==> src/hw/rtl/lrcp_pkg.sv <==
`default_nettype none
package lrcp_pkg;

  localparam int OFF_W  = 32;
  localparam int ACC_W  = OFF_W + 4;
  localparam int MS_W   = 23;
  localparam int SUM_W  = (OFF_W > 32) ? OFF_W + 2 : 34;
  localparam int TIME_W = 32;

  localparam logic [4:0] PH_WS        = 5'd0;
  localparam logic [4:0] PH_OPEN      = 5'd1;
  localparam logic [4:0] PH_OFFTAG    = 5'd2;
  localparam logic [4:0] PH_M2        = 5'd3;
  localparam logic [4:0] PH_COLON     = 5'd4;
  localparam logic [4:0] PH_S1        = 5'd5;
  localparam logic [4:0] PH_S2        = 5'd6;
  localparam logic [4:0] PH_AFTER_SEC = 5'd7;
  localparam logic [4:0] PH_FRAC      = 5'd8;
  localparam logic [4:0] PH_AFTER_TAG = 5'd9;
  localparam logic [4:0] PH_OFF_WS    = 5'd10;
  localparam logic [4:0] PH_OFF_NUM   = 5'd11;
  localparam logic [4:0] PH_OFF_REST  = 5'd12;
  localparam logic [4:0] PH_IDLE      = 5'd13;

  localparam logic [7:0] CH_TAB   = 8'd9;
  localparam logic [7:0] CH_LF    = 8'd10;
  localparam logic [7:0] CH_CR    = 8'd13;
  localparam logic [7:0] CH_SP    = 8'd32;
  localparam logic [7:0] CH_PLUS  = 8'd43;
  localparam logic [7:0] CH_MINUS = 8'd45;
  localparam logic [7:0] CH_DOT   = 8'd46;
  localparam logic [7:0] CH_ZERO  = 8'd48;
  localparam logic [7:0] CH_NINE  = 8'd57;
  localparam logic [7:0] CH_COLON = 8'd58;
  localparam logic [7:0] CH_LBR   = 8'd91;
  localparam logic [7:0] CH_RBR   = 8'd93;
  localparam logic [7:0] CH_LOW_O = 8'd111;

  typedef struct packed {
    logic                    emit;
    logic                    first;
    logic [6:0]              minutes;
    logic [6:0]              seconds;
    logic [9:0]              fraction;
    logic [1:0]              frac_digits;
    logic signed [OFF_W-1:0] offset;
  } lrcp_stamp_t;

  // "[offset:" one character per index
  function automatic logic [7:0] offset_char(input logic [2:0] idx);
    logic [7:0] ch;
    unique case (idx)
      3'd0: ch = 8'd91;
      3'd1: ch = 8'd111;
      3'd2: ch = 8'd102;
      3'd3: ch = 8'd102;
      3'd4: ch = 8'd115;
      3'd5: ch = 8'd101;
      3'd6: ch = 8'd116;
      default: ch = 8'd58;
    endcase
    return ch;
  endfunction

endpackage
`default_nettype wire

==> src/hw/rtl/lrc_timestamp_stream_parser.sv <==
// Flow: a byte accepted into the input register steps the parser when it advances and,
// if it closes a tag, its word is loaded into the result register behind the out_ ports.
// Throughput: one byte per cycle, set by the single-pass parser step; stalls on
// out_stall only once both the input and result registers are full.
// Reset: synchronous rst_n clears both valid bits, the line state and the offset.
`default_nettype none
module lrc_timestamp_stream_parser
  import lrcp_pkg::*;
(
  input  wire logic              clk,
  input  wire logic              rst_n,
  input  wire logic              in_valid,
  output logic                   in_stall,
  input  wire logic [7:0]        in_byte_in,
  input  wire logic              in_body_start,
  output logic                   out_valid,
  input  wire logic              out_stall,
  output logic [TIME_W-1:0]      out_time_ms,
  output logic                   out_first_in_line
);

  logic              s1_valid_r;
  logic [7:0]        s1_byte_r;
  logic              s1_start_r;
  logic              advance;
  logic              out_valid_r;
  logic [TIME_W-1:0] time_r;
  logic              first_r;
  lrcp_stamp_t       stamp;
  logic [TIME_W-1:0] time_ms;

  assign advance  = s1_valid_r && (!out_valid_r || !out_stall);
  assign in_stall = s1_valid_r && out_valid_r && out_stall;

  lrcp_parser u_parser (
    .clk        (clk),
    .rst_n      (rst_n),
    .step       (advance),
    .byte_in    (s1_byte_r),
    .body_start (s1_start_r),
    .stamp      (stamp)
  );

  lrcp_stamp u_stamp (
    .stamp   (stamp),
    .time_ms (time_ms)
  );

  always_ff @(posedge clk) begin
    if (!rst_n) begin
      s1_valid_r <= 1'b0;
    end else if (!in_stall) begin
      s1_valid_r <= in_valid;
    end
  end

  always_ff @(posedge clk) begin
    if (in_valid && !in_stall) begin
      s1_byte_r  <= in_byte_in;
      s1_start_r <= in_body_start;
    end
  end

  always_ff @(posedge clk) begin
    if (!rst_n) begin
      out_valid_r <= 1'b0;
    end else if (advance) begin
      out_valid_r <= stamp.emit;
    end else if (!out_stall) begin
      out_valid_r <= 1'b0;
    end
  end

  always_ff @(posedge clk) begin
    if (advance && stamp.emit) begin
      time_r  <= time_ms;
      first_r <= stamp.first;
    end
  end

  assign out_valid         = out_valid_r;
  assign out_time_ms       = time_r;
  assign out_first_in_line = first_r;

endmodule
`default_nettype wire

==> src/hw/rtl/lrcp_parser.sv <==
`default_nettype none
module lrcp_parser
  import lrcp_pkg::*;
(
  input  wire logic        clk,
  input  wire logic        rst_n,
  input  wire logic        step,
  input  wire logic [7:0]  byte_in,
  input  wire logic        body_start,
  output lrcp_stamp_t      stamp
);

  logic [4:0]              phase_r, phase_nxt, cur_phase;
  logic [6:0]              min_r, min_nxt, cur_min;
  logic [6:0]              sec_r, sec_nxt, cur_sec;
  logic [9:0]              frac_r, frac_nxt, cur_frac;
  logic [1:0]              fcnt_r, fcnt_nxt, cur_fcnt;
  logic signed [OFF_W-1:0] off_r, off_nxt, cur_off;
  logic [OFF_W-1:0]        acc_r, acc_nxt, cur_acc;
  logic                    neg_r, neg_nxt, cur_neg;
  logic [3:0]              pos_r, pos_nxt, cur_pos;
  logic                    has_r, has_nxt, cur_has;

  logic                    is_dig;
  logic [3:0]              dig;
  logic                    off_ws;
  logic [OFF_W-1:0]        lim;
  logic [ACC_W-1:0]        acc_x;
  logic [OFF_W-1:0]        acc_step;
  logic signed [OFF_W-1:0] commit_val;
  logic [3:0]              pos_inc;

  assign is_dig  = (byte_in >= CH_ZERO) && (byte_in <= CH_NINE);
  assign dig     = 4'(byte_in - CH_ZERO);
  assign off_ws  = (byte_in == CH_SP) || ((byte_in >= CH_TAB) && (byte_in <= CH_CR));
  assign lim     = {1'b1, {(OFF_W-1){1'b0}}};
  assign pos_inc = cur_pos + 4'd1;

  // saturate when acc*10 + d would pass the limit
  assign acc_x    = ({4'b0, cur_acc} << 3) + ({4'b0, cur_acc} << 1) + ACC_W'(dig);
  assign acc_step = (acc_x > {4'b0, lim}) ? lim : acc_x[OFF_W-1:0];

  always_comb begin
    if (cur_neg) begin
      commit_val = signed'(-cur_acc);
    end else if (cur_acc >= lim) begin
      commit_val = signed'(lim - 1'b1);
    end else begin
      commit_val = signed'(cur_acc);
    end
  end

  always_comb begin
    if (body_start) begin
      cur_phase = PH_WS;
      cur_min   = '0;
      cur_sec   = '0;
      cur_frac  = '0;
      cur_fcnt  = '0;
      cur_off   = '0;
      cur_acc   = '0;
      cur_neg   = 1'b0;
      cur_pos   = '0;
      cur_has   = 1'b0;
    end else begin
      cur_phase = phase_r;
      cur_min   = min_r;
      cur_sec   = sec_r;
      cur_frac  = frac_r;
      cur_fcnt  = fcnt_r;
      cur_off   = off_r;
      cur_acc   = acc_r;
      cur_neg   = neg_r;
      cur_pos   = pos_r;
      cur_has   = has_r;
    end
  end

  always_comb begin
    phase_nxt = cur_phase;
    min_nxt   = cur_min;
    sec_nxt   = cur_sec;
    frac_nxt  = cur_frac;
    fcnt_nxt  = cur_fcnt;
    off_nxt   = cur_off;
    acc_nxt   = cur_acc;
    neg_nxt   = cur_neg;
    pos_nxt   = cur_pos;
    has_nxt   = cur_has;
    stamp.emit        = 1'b0;
    stamp.first       = !cur_has;
    stamp.minutes     = cur_min;
    stamp.seconds     = cur_sec;
    stamp.fraction    = cur_frac;
    stamp.frac_digits = cur_fcnt;
    stamp.offset      = cur_off;

    if (byte_in == CH_LF) begin
      phase_nxt = PH_WS;
      min_nxt   = '0;
      sec_nxt   = '0;
      frac_nxt  = '0;
      fcnt_nxt  = '0;
      acc_nxt   = '0;
      neg_nxt   = 1'b0;
      pos_nxt   = '0;
      has_nxt   = 1'b0;
    end else begin
      unique case (cur_phase)
        PH_WS: begin
          if (!(byte_in == CH_SP || byte_in == CH_TAB || byte_in == CH_CR)) begin
            phase_nxt = (byte_in == CH_LBR) ? PH_OPEN : PH_IDLE;
          end
        end
        PH_OPEN: begin
          if (is_dig) begin
            min_nxt   = 7'(dig);
            phase_nxt = PH_M2;
          end else if (!cur_has && byte_in == CH_LOW_O) begin
            pos_nxt   = 4'd2;
            phase_nxt = PH_OFFTAG;
          end else begin
            phase_nxt = PH_IDLE;
          end
        end
        PH_OFFTAG: begin
          if (!cur_pos[3] && byte_in == offset_char(cur_pos[2:0])) begin
            pos_nxt = pos_inc;
            if (pos_inc[3]) begin
              acc_nxt   = '0;
              neg_nxt   = 1'b0;
              phase_nxt = PH_OFF_WS;
            end
          end else begin
            phase_nxt = PH_IDLE;
          end
        end
        PH_M2: begin
          if (is_dig) begin
            min_nxt   = 7'((cur_min << 3) + (cur_min << 1) + 7'(dig));
            phase_nxt = PH_COLON;
          end else begin
            phase_nxt = PH_IDLE;
          end
        end
        PH_COLON: begin
          phase_nxt = (byte_in == CH_COLON) ? PH_S1 : PH_IDLE;
        end
        PH_S1: begin
          if (is_dig) begin
            sec_nxt   = 7'(dig);
            phase_nxt = PH_S2;
          end else begin
            phase_nxt = PH_IDLE;
          end
        end
        PH_S2: begin
          if (is_dig) begin
            sec_nxt   = 7'((cur_sec << 3) + (cur_sec << 1) + 7'(dig));
            phase_nxt = PH_AFTER_SEC;
          end else begin
            phase_nxt = PH_IDLE;
          end
        end
        PH_AFTER_SEC, PH_FRAC: begin
          priority if (cur_phase == PH_AFTER_SEC &&
                       (byte_in == CH_DOT || byte_in == CH_COLON)) begin
            frac_nxt  = '0;
            fcnt_nxt  = '0;
            phase_nxt = PH_FRAC;
          end else if (cur_phase == PH_FRAC && is_dig && cur_fcnt != 2'd3) begin
            frac_nxt = 10'((cur_frac << 3) + (cur_frac << 1) + 10'(dig));
            fcnt_nxt = cur_fcnt + 2'd1;
          end else if (byte_in == CH_RBR) begin
            if (cur_phase == PH_AFTER_SEC) begin
              fcnt_nxt          = '0;
              stamp.frac_digits = '0;
            end
            stamp.emit = 1'b1;
            has_nxt    = 1'b1;
            phase_nxt  = PH_AFTER_TAG;
          end else begin
            phase_nxt = PH_IDLE;
          end
        end
        PH_AFTER_TAG: begin
          phase_nxt = (byte_in == CH_LBR) ? PH_OPEN : PH_IDLE;
        end
        PH_OFF_WS, PH_OFF_NUM, PH_OFF_REST: begin
          priority if (byte_in == CH_RBR) begin
            off_nxt   = commit_val;
            phase_nxt = PH_IDLE;
          end else if (cur_phase == PH_OFF_WS && off_ws) begin
            phase_nxt = PH_OFF_WS;
          end else if (cur_phase == PH_OFF_WS &&
                       (byte_in == CH_PLUS || byte_in == CH_MINUS)) begin
            neg_nxt   = (byte_in == CH_MINUS);
            phase_nxt = PH_OFF_NUM;
          end else if (cur_phase != PH_OFF_REST && is_dig) begin
            acc_nxt   = acc_step;
            phase_nxt = PH_OFF_NUM;
          end else begin
            phase_nxt = PH_OFF_REST;
          end
        end
        default: begin
          phase_nxt = cur_phase;
        end
      endcase
    end
  end

  always_ff @(posedge clk) begin
    if (!rst_n) begin
      phase_r <= PH_WS;
      min_r   <= '0;
      sec_r   <= '0;
      frac_r  <= '0;
      fcnt_r  <= '0;
      off_r   <= '0;
      acc_r   <= '0;
      neg_r   <= 1'b0;
      pos_r   <= '0;
      has_r   <= 1'b0;
    end else if (step) begin
      phase_r <= phase_nxt;
      min_r   <= min_nxt;
      sec_r   <= sec_nxt;
      frac_r  <= frac_nxt;
      fcnt_r  <= fcnt_nxt;
      off_r   <= off_nxt;
      acc_r   <= acc_nxt;
      neg_r   <= neg_nxt;
      pos_r   <= pos_nxt;
      has_r   <= has_nxt;
    end
  end

endmodule
`default_nettype wire

==> src/hw/rtl/lrcp_stamp.sv <==
`default_nettype none
module lrcp_stamp
  import lrcp_pkg::*;
(
  input  wire lrcp_stamp_t       stamp,
  output logic [TIME_W-1:0]      time_ms
);

  logic [9:0]              frac_ms;
  logic [MS_W-1:0]         ms;
  logic signed [SUM_W-1:0] sum;

  always_comb begin
    unique case (stamp.frac_digits)
      2'd0: frac_ms = '0;
      2'd1: frac_ms = 10'(stamp.fraction * 10'd100);
      2'd2: frac_ms = 10'(stamp.fraction * 10'd10);
      default: frac_ms = stamp.fraction;
    endcase
  end

  assign ms  = MS_W'(MS_W'(stamp.minutes) * MS_W'(60000))
             + MS_W'(MS_W'(stamp.seconds) * MS_W'(1000))
             + MS_W'(frac_ms);
  assign sum = signed'(SUM_W'(ms)) + SUM_W'(stamp.offset);

  always_comb begin
    if (sum[SUM_W-1]) begin
      time_ms = '0;
    end else if (|sum[SUM_W-2:TIME_W]) begin
      time_ms = '1;
    end else begin
      time_ms = sum[TIME_W-1:0];
    end
  end

endmodule
`default_nettype wire

==> config.mk <==
export PLATFORM = sky130hd
export DESIGN_NAME = lrc_timestamp_stream_parser
export DESIGN_NICKNAME = d
export VERILOG_FILES = /design/src/hw/rtl/lrcp_pkg.sv /design/src/hw/rtl/lrc_timestamp_stream_parser.sv /design/src/hw/rtl/lrcp_parser.sv /design/src/hw/rtl/lrcp_stamp.sv
export SDC_FILE = /design/constraint.sdc
export NUM_CORES = 1
export LEC_CHECK = 0
export ABC_CLOCK_PERIOD_IN_PS = 13000
export BUFFER_PORTS_ARGS = -buffer_cell sky130_fd_sc_hd__buf_2
export CORE_MARGIN = 1
export CORE_UTILIZATION = 55
export CTS_BUF_LIST = sky130_fd_sc_hd__clkbuf_2 sky130_fd_sc_hd__clkbuf_4 sky130_fd_sc_hd__clkbuf_8
export DETAILED_ROUTE_END_ITERATION = 12
export GPL_ROUTABILITY_DRIVEN = 0
export PLACE_DENSITY = 0.72
export SETUP_SLACK_MARGIN = 0.15
export SYNTH_ARGS = -nofsm -noshare
export SYNTH_HDL_FRONTEND = slang
export SYNTH_SLANG_ARGS = --single-unit
==> constraint.sdc <==
create_clock -name clk -period 13 [get_ports clk]
set_input_delay 0.65 -clock clk [delete_from_list [all_inputs] [get_ports clk]]
set_output_delay 0.65 -clock clk [all_outputs]
set_load 0.01 [all_outputs]
# After elaboration in Yosys (flattened, before gate mapping)
# Index checks and enable logic that the tools add are counted.
[classes]
add_sub_neg = 15
n_mul = 4
magnitude_cmp = 6
eq_ne = 35
n_mux = 94
n_reduce_logical = 32
[op_table]
columns = ["op", "count"]
rows = [
  ["$mux 32", 16],
  ["$pmux 32 s2", 1],
  ["$mux 7", 8],
  ["$mux 5", 11],
  ["$mux 10", 5],
  ["$pmux 5 s10", 1],
  ["$mux 4", 11],
  ["$pmux 7 s6", 1],
  ["$eq 8x6->1 const B", 5],
  ["$add 35x33->36", 1],
  ["$add 36x4->36", 1],
  ["$gt 36x32->1 const B", 1],
  ["$add 24x32->33", 1],
  ["$ge 32x32->1 const B", 1],
  ["$neg 32->32", 1],
  ["$pmux 10 s3", 1],
  ["$pmux 7 s2", 2],
  ["$eq 5x4->1 const B", 5],
  ["$eq 8x4->1 const B", 3],
  ["$eq 8x7->1 const B", 3],
  ["$add 23x10->23", 1],
  ["$add 23x17->23", 1],
  ["$mux 2", 11],
  ["$eq 5x3->1 const B", 4],
  ["39 further kinds", 90],
]
[word_totals]
ff_bits = 145
input_bits = 13
word_cells = 202

# Longest topological paths before layout
# Gate-level depths: netlist of the first run.
[logic_depth]
word_depth = 13
depth_mapped = 43

# Modules after synthesis
# Synthesis of the first run repeated with hierarchy kept, for this count alone.
[hier_totals]
cells_unflattened = 2132
area_unflattened_um2 = 17471.8
[by_module_without_submodules]
columns = ["module", "n_inst", "cells_per_inst", "area_each_um2", "seq_area_each_um2"]
rows = [
  ["lrcp_parser", 1, 1350, 10169.8, 2021.9],
  ["lrcp_stamp", 1, 730, 5949.5, 0.0],
  ["lrc_timestamp_stream_parser", 1, 52, 1352.5, 1301.2],
]

# Worst setup path before layout of the first run
# OpenSTA, ideal clock, no wires.
[synth_path]
kind = "reg2reg"
startpoint = "register s1_start_r"
endpoint = "register time_r[15], in the netlist out_time_ms[15], data pin"
setup_ns = 0.266
arrival_ns = 9.640
slack_ns = 3.094
stages_incl_launch_ff = 42
n_path_buf = 8
path_cell_list = "edfxtp_1 clkbuf_1 buf_1 buf_1 clkbuf_1 clkbuf_1 clkbuf_1 nor2b_1 inv_1 fa_1 fa_1 fa_1 fa_1 inv_1 ha_1 inv_1 o21ai_0 a21oi_1 (+6 left out) or3_1 o21ai_0 a21oi_1 and4_1 a2111oi_0 nand2b_1 xnor2_1 ha_1 a21o_1 a21o_1 or3_1 o211ai_1 a21boi_1 o211ai_1 and3_1 clkbuf_1 clkbuf_1 nor2_1"
[synth_via]
elab_chain_cells = 13
elab_cells_between_ends = 31
cone_classes = "3 x add/sub; 4 x mul; 5 x eq/ne; 14 x mux; 5 x reduce/logical"
[synth_rtl]
columns = ["element", "line", "text"]
rows = [
  ["start, declared", "lrc_timestamp_stream_parser.sv:24", "logic s1_start_r;"],
  ["start signal, assigned", "lrc_timestamp_stream_parser.sv:60", "s1_start_r <= in_body_start;"],
  ["branches (longest 11 deep; another with $add 23x17->23)", "--", ""],
  ["$add 24x32->33 (*)", "lrcp_stamp.sv:25", "assign sum = signed'(SUM_W'(ms)) + SUM_W'(stamp.offset);"],
  ["$mux 32", "lrcp_stamp.sv:30", "end else if (|sum[SUM_W-2:TIME_W]) begin"],
  ["end signal, assigned", "lrc_timestamp_stream_parser.sv:76", "time_r <= time_ms;"],
  ["end, declared", "lrc_timestamp_stream_parser.sv:27", "logic [TIME_W-1:0] time_r;"],
]
# Every way passes the cells marked *.
# A chain may end at the register's enable or synchronous reset.

# Final worst setup path of the first run
[layout_path]
startpoint = "register s1_start_r"
endpoint = "register time_r[17], in the netlist out_time_ms[17], data pin"
# Same word-level chain as after synthesis.

==> summary by stage, run 1 <==
Run status
The flow ran to the end, and the final reports show no timing, DRC or antenna violations.

Min path
The worst hold-check path type is primary input to register.

Synth
The number of nets handed over by synthesis was 2,393. The synthesized netlist contains 83 unique library cells. Synthesis produced a netlist whose cell count is between 2,000 and 2,500. Among all flip-flop cells after synthesis, the most frequent one is dfxtp_1. The synthesized area per cell is 7.99 sq um. The area share of the largest cell type after synthesis is 17.7%.

The post-synthesis instance area is approximately 0.017 sq mm. The synthesized design contains between 100 and 150 register bits. Of the synthesized area, sequential elements account for 19.9%. The synthesized design spends more area on one cell type than any other, namely ha_1.

The proportion of register bits with asynchronous set or reset after synthesis is 0%. The Yosys step of the flow raised 0 warnings. In the post-synthesis netlist, the biggest area contributors are ha_1, dfxtp_1, edfxtp_1.

Yosys mapped a number of flops with a built-in enable equal to 42.

STA
The worst-case clock skew is ~0.011 ns. The worst pin sits at a relative slew slack of between 20% and 30%. The setup TNS is 0 ns. The number of hold violations in the final report is 0.

Setup repair after global routing left no endpoint under its margin. The timing-limited maximum frequency is 97.6 MHz. The worst path meets setup with ~2.8 ns of slack. After layout, the minimum clock period comes to about 10 ns. At the pin with the least slew margin, the transition time is between 1 and 1.5 ns.

The final count of negative-setup-slack endpoints is 0. The final critical path takes up 78.8% of the cycle. The total count of max-transition violations in the final report is 0.

Worst setup path
STA classifies the critical path startpoint as a register. The path type of the worst setup path is register to register. STA puts the critical path data required time at approximately 13 ns. For this design, the slowest cell found on the critical path is and3_1. In this run the worst path has a maximum fanout of between 40 and 50. For this run, the slowest stage of the critical path takes around 0.77 ns.

The cell class contributing the biggest share of worst-path delay is adder cells. STA classifies the critical path endpoint as a register. The number of buffers and inverters on the critical path is 7.

The signal arrival time at the worst endpoint is around 10 ns.

GRT
The wire length of the first global-routing pass is 74.2 mm. Entering global routing, the biggest net connects 76 pins. The total track usage is approximately 30%. The initial antenna violation count is 0. Summed over all layers, the global routing overflow is 0. The via count of the first global-routing pass is approximately 15,000.

Floorplan
The total die area is approximately 0.031 sq mm. The core box area is approximately 0.03 sq mm. From bottom edge to top edge, the die measures between 150 and 200 um. The number of cell rows is 63. The floorplan die width is approximately 180 um. The number of I/O pins is 48. The starting density of the core is a little under three fifths.

Layout
Cells with a size suffix above 1 make up a little over 6% of the layout. With fillers left out, the area of the finished cells amounts to approximately 0.018 sq mm. Leaving out fill and tap cells, the most frequent cells in the layout are ha_1, nor2_1, a21oi_1. The most frequent standard cell in the layout excluding fill and tap cells is ha_1. The antenna diode instance count is 0. The fill cell instance count of the final layout is roughly 2,700. The multi-input combinational cell area is ~0.013 sq mm. The area growth from synthesis to layout is 5.81%.

In the final layout, flip-flops and latches occupy ~0.0033 sq mm. Once layout is complete, the utilization of the core stands at about three fifths. The final layout contains around 2,400 nets.

Clock network
The number of sinks driven by the clock tree is 145. The clock-pin slew reported for the worst setup and hold paths after clock tree synthesis is 0.09 ns. The clock root buffer is clkbuf_8. The maximum count of clock buffers along a single path is 2. The maximum level of the CTS H-tree is 4. Buffers inserted to repair hold after CTS numbered 0.

The clock latency of the later-clocked register in the worst-skew pair is roughly 0.48 ns. The number of CTS-inserted buffers is 17. TritonCTS built the clock tree. The post-CTS setup buffer count is 0.

Gates resized during post-CTS repair numbered 0.

Routing
The final routed wirelength across all metal layers is roughly 45 mm. Dividing the detail-routed wire length by the instance count gives approximately 18 um. For this run, design rule violations remaining after detail routing come to 0. The number of nets still failing antenna checks after routing is 0.

The number of detailed-routing iterations run before antenna repair is 6. The count of vias placed by the detailed router is 15,400. After detailed routing, the number of vias per cell comes to just over 6. The initial DRC count is roughly 1,300.

Placement
The placed instances occupy a cell area of 0.0172 sq mm. Prior to clock tree synthesis, the placed netlist has a worst setup slack of between 2 and 3 ns. The count of port buffers added during placement is 47. After legalization and detailed placement, the total HPWL measured around 35 mm.

Power
The maximum VDD drop is about 0.000066 V. The total power density per cell area is about 56 mW/mm^2. The design draws around 980 uW. The static leakage is roughly 0.0086 uW.

Run
The number of max-cap violations is 0.
-- power breakdown --
group	switching, uW	internal [uW]	leakage (uW)
clock	197	224	0.000231
sequential	7.77	467	0.00117
combinational	63.2	26.7	0.00718
total	268	717	0.00858
-- metal layers --
layer  vias up  GRT usage [%]  part of all wire [%]
met5         -              0                     0
met4         0           11.8                   3.1
met3        93           3.10                   5.3
met2       517           49.9                    47
met1      7289           38.8                    45
li1       7499              -                     -
-- cells by family (layout without fill, tap and decap cells) --
group	Yosys count	count (layout)	share of synthesized area, %
AO/OA/AOI/OAI	597	597	22.8
XOR/XNOR	152	152	7.97
adder cells (fa/ha/maj)	288	288	23.9
buffers and inverters	235	240	5.41
flip-flops	145	145	19.9
multiplexers	9	9	0.584
AND/OR/NAND/NOR	666	666	19.5
-- worst register-to-register path: cells and delay by family, from the launching register on --
family | cells | cell delay [ns]
AOI/OAI and AO/OA | 13 | 2.88
xor gates and xnor gates | 2 | 0.34
adders and majority gates | 8 | 2.88
buffers and inverters | 7 | 1.25
DFF | 1 | 0.36
and+or+nand+nor | 7 | 2.23
-- area by class of cell --
| type | instances | share of cell area [%] |
|---|---|---|
| clock inverters | 13 | 1.13 |
| multi-input cells | 1712 | 70.7 |
| clock buffers | 19 | 1.48 |
| repair buffers | 66 | 2.14 |
| flip-flops and latches | 145 | 18.8 |
| well taps | 390 | 2.76 |
| inverters | 142 | 3.01 |
-- registers in the layout, indices dropped and copies added, names as in the netlist, 2 cells and up --
name,count
u_parser.acc_r,32
u_parser.fcnt_r,2
u_parser.phase_r,5
u_parser.sec_r,7
s1_byte_r,8
u_parser.min_r,7
u_parser.frac_r,10
out_time_ms,32
u_parser.off_r,32
u_parser.pos_r,4
-- synthesized netlist by cell type, drive strengths merged (5+ instances only) --
master / instances
nand4: 14
o22ai: 12
edfxtp: 42
nand3: 25
a211oi: 14
nor3: 50
a21oi: 192
dfxtp: 103
inv: 142
a32o: 5
a31o: 6
buf: 14
mux2: 6
and3: 18
nand2: 148
clkbuf: 79
o211ai: 15
nor2: 217
nor2b: 81
a22oi: 29
o21bai: 11
nand2b: 20
or4: 6
a31oi: 27
or3: 17
fa: 51
nor4: 15
ha: 237
or2: 7
a2111oi: 8
nand4b: 6
and4: 9
o2111ai: 9
a211o: 6
o21a: 17
nand3b: 8
a21o: 50
o31ai: 8
o21ai: 126
a221oi: 17
and2: 14
xor2: 66
xnor2: 86
-- worst paths after layout --
path	slack, ns	depth (start not counted)	from	to
setup reg to reg	2.75	37	s1_start_r$_DFFE_PP_	out_time_ms[17]$_SDFFCE_PP0P_
hold reg to reg	0.46	2	u_parser.off_r[0]$_SDFFE_PN0P_	u_parser.off_r[0]$_SDFFE_PN0P_
setup / recovery	2.75	37	s1_start_r$_DFFE_PP_	out_time_ms[17]$_SDFFCE_PP0P_
hold / removal	0.34	1	in_byte_in[7]	s1_byte_r[7]$_DFFE_PP_
-- per-stage QoR --
| stage | hold WS, ns | cells |
|---|---|---|
| 2_1_floorplan | 0.427 | 2092 |
| 6_report | 0.337 | 2487 |
| 3_5_place_dp | 0.445 | 2455 |
| 5_1_grt | 0.314 | 2487 |
| 4_1_cts | 0.312 | 2487 |
| 3_3_place_gp | 0.444 | 2455 |
Note: power is estimated with default switching activity, not from simulation.
==> inputs of run 2 (changes only) <==
--- a/config.mk
+++ b/config.mk
@@ -5,7 +5,7 @@
 export SDC_FILE = /design/constraint.sdc
 export NUM_CORES = 1
 export LEC_CHECK = 0
-export ABC_CLOCK_PERIOD_IN_PS = 13000
+export ABC_CLOCK_PERIOD_IN_PS = 10740
 export BUFFER_PORTS_ARGS = -buffer_cell sky130_fd_sc_hd__buf_2
 export CORE_MARGIN = 1
 export CORE_UTILIZATION = 55
==> constraint.sdc (replaced) <==
create_clock -name clk -period 10.74 [get_ports clk]
set_input_delay 0.537 -clock clk [delete_from_list [all_inputs] [get_ports clk]]
set_output_delay 0.537 -clock clk [all_outputs]
set_load 0.01 [all_outputs]
==> run 2 against run 1 <==
Against the previous run:
- setup slack worse by 1.7 ns
- cell count about the same
- global-route usage is 0.28 points higher
- routed wire length rose by 0.53%
- cell area is 0.45% lower
- combinational power grew 22%
- critical path depth decreased by 1
- core utilization down 0.26 points
- count of clock-buffer cells in the layout increased by 1
- non-clock buffer count up 1
- power up 13%
- largest cell class unchanged
- highest routed layer unchanged
==> summary by stage, run 2 (synthesized netlist as in run 1, its figures left out) <==
Worst setup path
The reg-to-reg setup timing slack is 1.06 ns (-1.69 ns). The worst setup path is captured at a register. The worst register-to-register path ends at out_time_ms[14]$_SDFFCE_PP0P_.

The launching point of the worst reg2reg path is s1_start_r$_DFFE_PP_. The signal arrival time at the worst endpoint was 9.87 ns (-0.58 ns). The worst path required time is 10.93 ns (-2.27 ns). The maximum cell stage delay along the critical path is 0.77 ns (about the same). The largest individual stage delay along the critical path comes from the cell and3_1. The worst setup path is launched from a register. The path type of the worst setup path is register to register. The largest fanout on the critical path came to 25 (-47%).

The count of cells along the worst register-to-register path is 36 (-2.7%).

Clock network
The post-CTS setup buffer count came to 0 (unchanged). The maximum level of the CTS H-tree is 4 (unchanged). The clock-pin slew reported for the worst setup and hold paths after clock tree synthesis is 0.09 ns (about the same). The maximum count of clock buffers along a single path was 2 (unchanged). The post-cts repair resize count is 0 (unchanged).

The count of hold-fix buffers inserted at cts was 0 (unchanged). The number of sinks driven by the clock tree came to 145 (unchanged). TritonCTS built the clock tree. The number of CTS-inserted buffers is 17 (unchanged).

The clock latency of the later-clocked register in the worst-skew pair came to 0.48 ns (about the same). The root buffer cell chosen for the clock tree is clkbuf_8.

STA
The setup TNS was 0 ns (unchanged). The smallest setup slack after layout is 1.06 ns (-1.69 ns). The worst-case clock skew is 0.0123 ns (+0.000924 ns). The final hold slack came to 0.221 ns (-0.117 ns). The total count of max-transition violations in the final report came to 0 (unchanged). The headroom to the max-slew limit is 22.1% (+0.76 points). The timing-limited maximum frequency was 103 MHz (+5.9%). The number of hold violations in the final report came to 0 (unchanged).

The time the worst path needs with I/O delays and setup is 9.68 ns (-0.572 ns). Setup repair after global routing left no endpoint under its margin. The final critical-path share of the clock period was 90.1% (+11 points). The slew at the pin with the worst max-slew slack came to 1.17 ns (-0.0112 ns). The final count of negative-setup-slack endpoints is 0 (unchanged).

Min path
In this run the most critical hold path is launched from in_byte_in[4]. The number of cells on the worst hold path is 1 (unchanged). The hold path endpoint is s1_byte_r[4]$_DFFE_PP_.

The worst hold-check path type is primary input to register.

Layout
The fill cell instance count of the final layout is 2,720 (+0.074%). The net count of the finished layout is 2,386 (+0.042%). The library cell used most frequently in the layout, excluding fill and tap cells, is ha_1.

The proportion of layout cells with a drive suffix above 1 is 6.24% (+0.045 points). The antenna diode instance count is 0 (unchanged). The top cell types in the final layout, fill and taps aside, are ha_1, nor2_1, a21oi_1.

The end-of-flow core utilization was 59.1% (-0.26 points). The signed area change from the synthesized netlist to the final layout is 5.34%.

Routing
The final routed wirelength across all metal layers is 45.3 mm (+0.53%). The mean routed wirelength per cell is 18.2 um (+0.49%). The count of vias placed by the detailed router came to 15,500 (+0.55%). The post-route DRC violation count is 0 (unchanged). The number of detailed-routing iterations run before antenna repair came to 6 (unchanged). The initial DRC count is 1,127 (-12%). The number of nets still failing antenna checks after routing is 0 (unchanged). The detail-routed via count per cell is 6.22 (+0.51%).

Floorplan
The number of cell rows came to 63 (unchanged). The floorplan die width is 176 um (unchanged). The starting density of the core is 56.1% (unchanged). The core box area is 0.0298 sq mm (unchanged). The number of I/O pins is 48 (unchanged). The total die area is 0.0311 sq mm (unchanged).

The y dimension of the die was 176 um (unchanged).

Placement
The worst setup slack before clock tree synthesis came to 1.17 ns (-1.68 ns). The HPWL reported at the end of detailed placement came to 35.6 mm (+1.0%). The count of port buffers added during placement is 47 (unchanged).

Power
The maximum VDD drop is 0.0000774 V (+18%). The static leakage was 0.00855 uW (-0.36%). The total power density per cell area is 63.2 mW/mm^2 (+13%).

GRT
The initial antenna violation count is 0 (unchanged). The maximum number of pins on one net before global-route repair is 85 (+12%). The wire length of the first global-routing pass is 75.1 mm (+1.2%). The total track usage is 29.9% (+0.28 points). The overall overflow remaining after global route is 0 (unchanged). The via count of the first global-routing pass was 15,000 (+0.60%).

Run
The number of max-cap violations came to 0 (unchanged).

Run status
The run finished with clean final reports.
## run 2: cell type report
type	instances	area [sq um]	area share (%)
multi-input cells	1712	12500	71.0
flip-flops and latches	145	3320	18.9
inverters	142	533	3.03
well taps	390	488	2.77
repair buffers	67	385	2.19
clock buffers	20	269	1.53
clock inverters	12	105	0.597
## run 2: routing by layer
layer  part of all wire (%)  vias up  GRT usage, %  wire length (um)
li1                       -     7488             -                 -
met1                     45     7364          39.0             20300
met2                     47      550          51.0             21400
met3                    5.5       81          3.45              2480
met4                    2.4        0          10.3              1110
met5                      0        -             0                 0
## run 2: through the flow
step | power, uW | std cells | area (sq um)
after floorplan | 661 | 2092 | 16700
after global placement | 692 | 2456 | 17200
after detailed placement | 694 | 2456 | 17200
after CTS | 1120 | 2488 | 17600
after global routing | 1150 | 2488 | 17600
final | 1110 | 2488 | 17600
## run 2: worst max path at each step
stage                              start                             to  slack, ns  cells past startpoint
detailed placement  s1_start_r$_DFFE_PP_  out_time_ms[14]$_SDFFCE_PP0P_       1.17                     36
floorplan           s1_start_r$_DFFE_PP_  out_time_ms[15]$_SDFFCE_PP0P_       0.83                     41
CTS                 s1_start_r$_DFFE_PP_  out_time_ms[14]$_SDFFCE_PP0P_       1.13                     36
finish              s1_start_r$_DFFE_PP_  out_time_ms[14]$_SDFFCE_PP0P_       1.06                     36
global placement    s1_start_r$_DFFE_PP_  out_time_ms[22]$_SDFFCE_PP0P_       1.41                     36
global route        s1_start_r$_DFFE_PP_   out_time_ms[7]$_SDFFCE_PP0P_       0.36                     36
## run 2: power breakdown
part | internal [uW] | switching (uW) | leakage (uW)
Sequential | 565 | 9.64 | 0.00117
Combinational | 32.6 | 77.4 | 0.00718
Clock | 198 | 229 | 0.000195
Total | 796 | 316 | 0.00855
## run 2: worst max-delay path: cells and delay by family, from the launching register on
kind | cells | cell delay [ns]
adders and majority gates | 8 | 2.86
and+or+nand+nor | 7 | 2.26
xor gates and xnor gates | 2 | 0.33
DFF | 1 | 0.36
AOI/OAI and AO/OA | 13 | 2.76
buffers and inverters | 6 | 0.84
==> inputs of run 3 (changes only) <==
--- a/config.mk
+++ b/config.mk
@@ -9,9 +9,10 @@
 export BUFFER_PORTS_ARGS = -buffer_cell sky130_fd_sc_hd__buf_2
 export CORE_MARGIN = 1
 export CORE_UTILIZATION = 55
-export CTS_BUF_LIST = sky130_fd_sc_hd__clkbuf_2 sky130_fd_sc_hd__clkbuf_4 sky130_fd_sc_hd__clkbuf_8
+export CTS_BUF_LIST = sky130_fd_sc_hd__clkbuf_8 sky130_fd_sc_hd__clkbuf_16
 export DETAILED_ROUTE_END_ITERATION = 12
 export GPL_ROUTABILITY_DRIVEN = 0
+export HOLD_SLACK_MARGIN = 0.02
 export PLACE_DENSITY = 0.72
 export SETUP_SLACK_MARGIN = 0.15
 export SYNTH_ARGS = -nofsm -noshare
==> run 3 against run 2 <==
Against the previous run:
- non-clock buffer count stayed put
- clock skew shrank 0.0015 ns
- core utilization increased by 0.63 points
- critical path depth did not move
- register-to-register slack hardly changed
- power rose by 14%
- sequential share of layout area shrank 0.20 points
- largest cell class unchanged
- flip-flop and latch count did not move
- clock power is 35% higher
- first-iteration DRC count rose by 7.6%
- setup slack worse by 0.0045 ns
- largest power group is now clock
- die area unchanged
==> summary by stage, run 3 (synthesized netlist as in run 1, its figures left out) <==
Run status
The run finished with clean final reports.

Placement
The HPWL reported at the end of detailed placement was 35.6 mm (unchanged). The count of port buffers added during placement was 47 (unchanged). The post-placement cell count is 2,456 (unchanged).

Worst setup path
The launching point of the worst reg2reg path is s1_start_r$_DFFE_PP_. The sort of element at the end of the critical path is a register. The reg-to-reg setup timing slack is 1.06 ns (about the same). The worst setup path is launched from a register. The count of cells along the worst register-to-register path is 36 (unchanged). The worst path required time is 10.89 ns (-0.04 ns). For this design, the slowest cell found on the critical path is and3_1. The maximum cell stage delay along the critical path was 0.78 ns (about the same). The signal arrival time at the worst endpoint is 9.83 ns (-0.04 ns). The path type of the worst setup path is register to register. The worst register-to-register path ends at out_time_ms[14]$_SDFFCE_PP0P_. The largest fanout on the critical path came to 25 (unchanged).

Floorplan
The number of I/O pins is 48 (unchanged). The y dimension of the die is 176 um (unchanged). The number of cell rows is 63 (unchanged).

The core box area is 0.0298 sq mm (unchanged). The total die area was 0.0311 sq mm (unchanged). The starting density of the core is 56.1% (unchanged). The floorplan die width is 176 um (unchanged).

GRT
The via count of the first global-routing pass is 15,000 (+0.37%). The met1 capacity usage during global routing came to 39.0% (about the same). The maximum number of pins on one net before global-route repair is 85 (unchanged). The wire length of the first global-routing pass came to 75.4 mm (+0.37%). The met2 demand-to-capacity share in global routing is 51.6% (+0.59 points).

The met3 routing resource usage after global routing is 3.64% (+0.19 points). After global routing, the most crowded layer is met2. The overall overflow remaining after global route is 0 (unchanged). The total track usage is 30.1% (+0.13 points). The initial antenna violation count is 0 (unchanged).

Layout
The final standard cell count with taps included and fillers excluded is 2,488 (unchanged). The top cell types in the final layout, fill and taps aside, are ha_1, nor2_1, a21oi_1. The most frequent standard cell in the layout excluding fill and tap cells is ha_1. The net count of the finished layout is 2,386 (unchanged). The antenna diode instance count is 0 (unchanged). The signed area change from the synthesized netlist to the final layout is 6.46%. The end-of-flow core utilization is 59.7% (+0.63 points).

The proportion of layout cells with a drive suffix above 1 is 6.20% (-0.048 points).

STA
The final count of negative-setup-slack endpoints is 0 (unchanged). Setup repair after global routing left no endpoint under its margin. The worst-case clock skew came to 0.0108 ns (-0.00149 ns). The number of hold violations in the final report is 0 (unchanged). The slew at the pin with the worst max-slew slack came to 1.18 ns (+0.0152 ns).

The final critical-path share of the clock period is 90.1% (about the same). The headroom to the max-slew limit is 21.1% (-1.0 points). The final hold slack came to 0.272 ns (+0.0515 ns).

The time the worst path needs with I/O delays and setup is 9.68 ns (+0.00450 ns). The setup TNS is 0 ns (unchanged). The total count of max-transition violations in the final report is 0 (unchanged). The timing-limited maximum frequency is 103 MHz (about the same).

Routing
The mean routed wirelength per cell came to 18.3 um (+0.76%). The number of nets still failing antenna checks after routing was 0 (unchanged). The post-route DRC violation count is 0 (unchanged). The final routed wirelength across all metal layers is 45.6 mm (+0.76%). The count of vias placed by the detailed router is 15,500 (+0.052%). The initial DRC count came to 1,213 (+7.6%). The detail-routed via count per cell was 6.23 (about the same). The number of detailed-routing iterations run before antenna repair came to 6 (unchanged).

Min path
The hold path endpoint is s1_byte_r[4]$_DFFE_PP_. The worst hold path begins at in_byte_in[4]. The number of cells on the worst hold path came to 1 (unchanged). The worst hold-check path type is primary input to register.

Power
The maximum VDD drop is 0.000110 V (+42%). The net switching power came to 334 uW (+5.6%). The cell internal power dissipation is 929 uW (+17%). The total power density per cell area came to 71.0 mW/mm^2 (+12%).

The static leakage is 0.00864 uW (+1.0%). The share of power burned in combinational logic is 8.7% (-1.2 points). The sequential share of power was 45.5% (-6.1 points). The fraction of power consumed by the clock network was 45.7% (+7.2 points). The net switching fraction of the power is 26.5% (-2.0 points).

Clock network
The count of hold-fix buffers inserted at cts is 0 (unchanged). The clock latency of the later-clocked register in the worst-skew pair was 0.44 ns (-0.04 ns). The clock-pin slew reported for the worst setup and hold paths after clock tree synthesis came to 0.06 ns (-0.03 ns).

The post-CTS setup buffer count came to 0 (unchanged). The maximum count of clock buffers along a single path is 2 (unchanged). The clock tree from TritonCTS is built.

The maximum level of the CTS H-tree is 4 (unchanged). The post-cts repair resize count is 0 (unchanged). The number of sinks driven by the clock tree came to 145 (unchanged). The number of CTS-inserted buffers is 17 (unchanged).

The clock root buffer is clkbuf_16.

Run
The number of max-cap violations is 0 (unchanged).
[run 3: changes by cell type in the layout (fill, tap and decap cells not counted), sizes merged]
cell	change
inv	+1
clkbuf	-1
[run 3: how the worst max path moves through the flow]
stage                                          endpoint                  from  cells after the start  slack, ns
after global placement    out_time_ms[22]$_SDFFCE_PP0P_  s1_start_r$_DFFE_PP_                     36       1.41
final                     out_time_ms[14]$_SDFFCE_PP0P_  s1_start_r$_DFFE_PP_                     36       1.06
after CTS                 out_time_ms[14]$_SDFFCE_PP0P_  s1_start_r$_DFFE_PP_                     36       1.14
after global routing       out_time_ms[7]$_SDFFCE_PP0P_  s1_start_r$_DFFE_PP_                     36       0.36
after detailed placement  out_time_ms[14]$_SDFFCE_PP0P_  s1_start_r$_DFFE_PP_                     36       1.17
after floorplan           out_time_ms[15]$_SDFFCE_PP0P_  s1_start_r$_DFFE_PP_                     41       0.83
[run 3: critical path, delay by kind of cell, from the launching register on]
kind,cells,cell delay [ns]
adders and majority gates,8,2.80
xor gates and xnor gates,2,0.33
AOI/OAI and AO/OA,13,2.75
buffers and inverters,6,0.89
DFF,1,0.39
and+or+nand+nor,7,2.25
[run 3: power groups by stage]
stage          clock network [uW]  logic, uW  registers, uW
5_1_grt                       610        120            576
6_report                      578        110            575
4_1_cts                       585        108            575
3_3_place_gp                    0        105            587
3_5_place_dp                    0        107            587
2_1_floorplan                   0       78.3            583
[run 3: metrics by stage]
step                power (uW)  area [sq um]  worst slack (ns)
floorplan                  661         16700             0.834
global placement           692         17200              1.41
detailed placement         694         17200              1.17
CTS                       1270         17800              1.14
global route              1310         17800             0.361
finish                    1260         17800              1.06
[run 3: layer usage]
layer	up-vias	wire [um]
met4	0	1010
met3	86	2610
met1	7389	20200
met2	518	21800
met5	-	0
li1	7498	-
[run 3: layout make-up]
type                    count  area, sq um
multi-input cells        1712        12500
fillers                  2696        12000
flip-flops and latches    145         3320
inverters                 142          533
well taps                 390          488
clock buffers              19          453
repair buffers             67          385
clock inverters            13          109
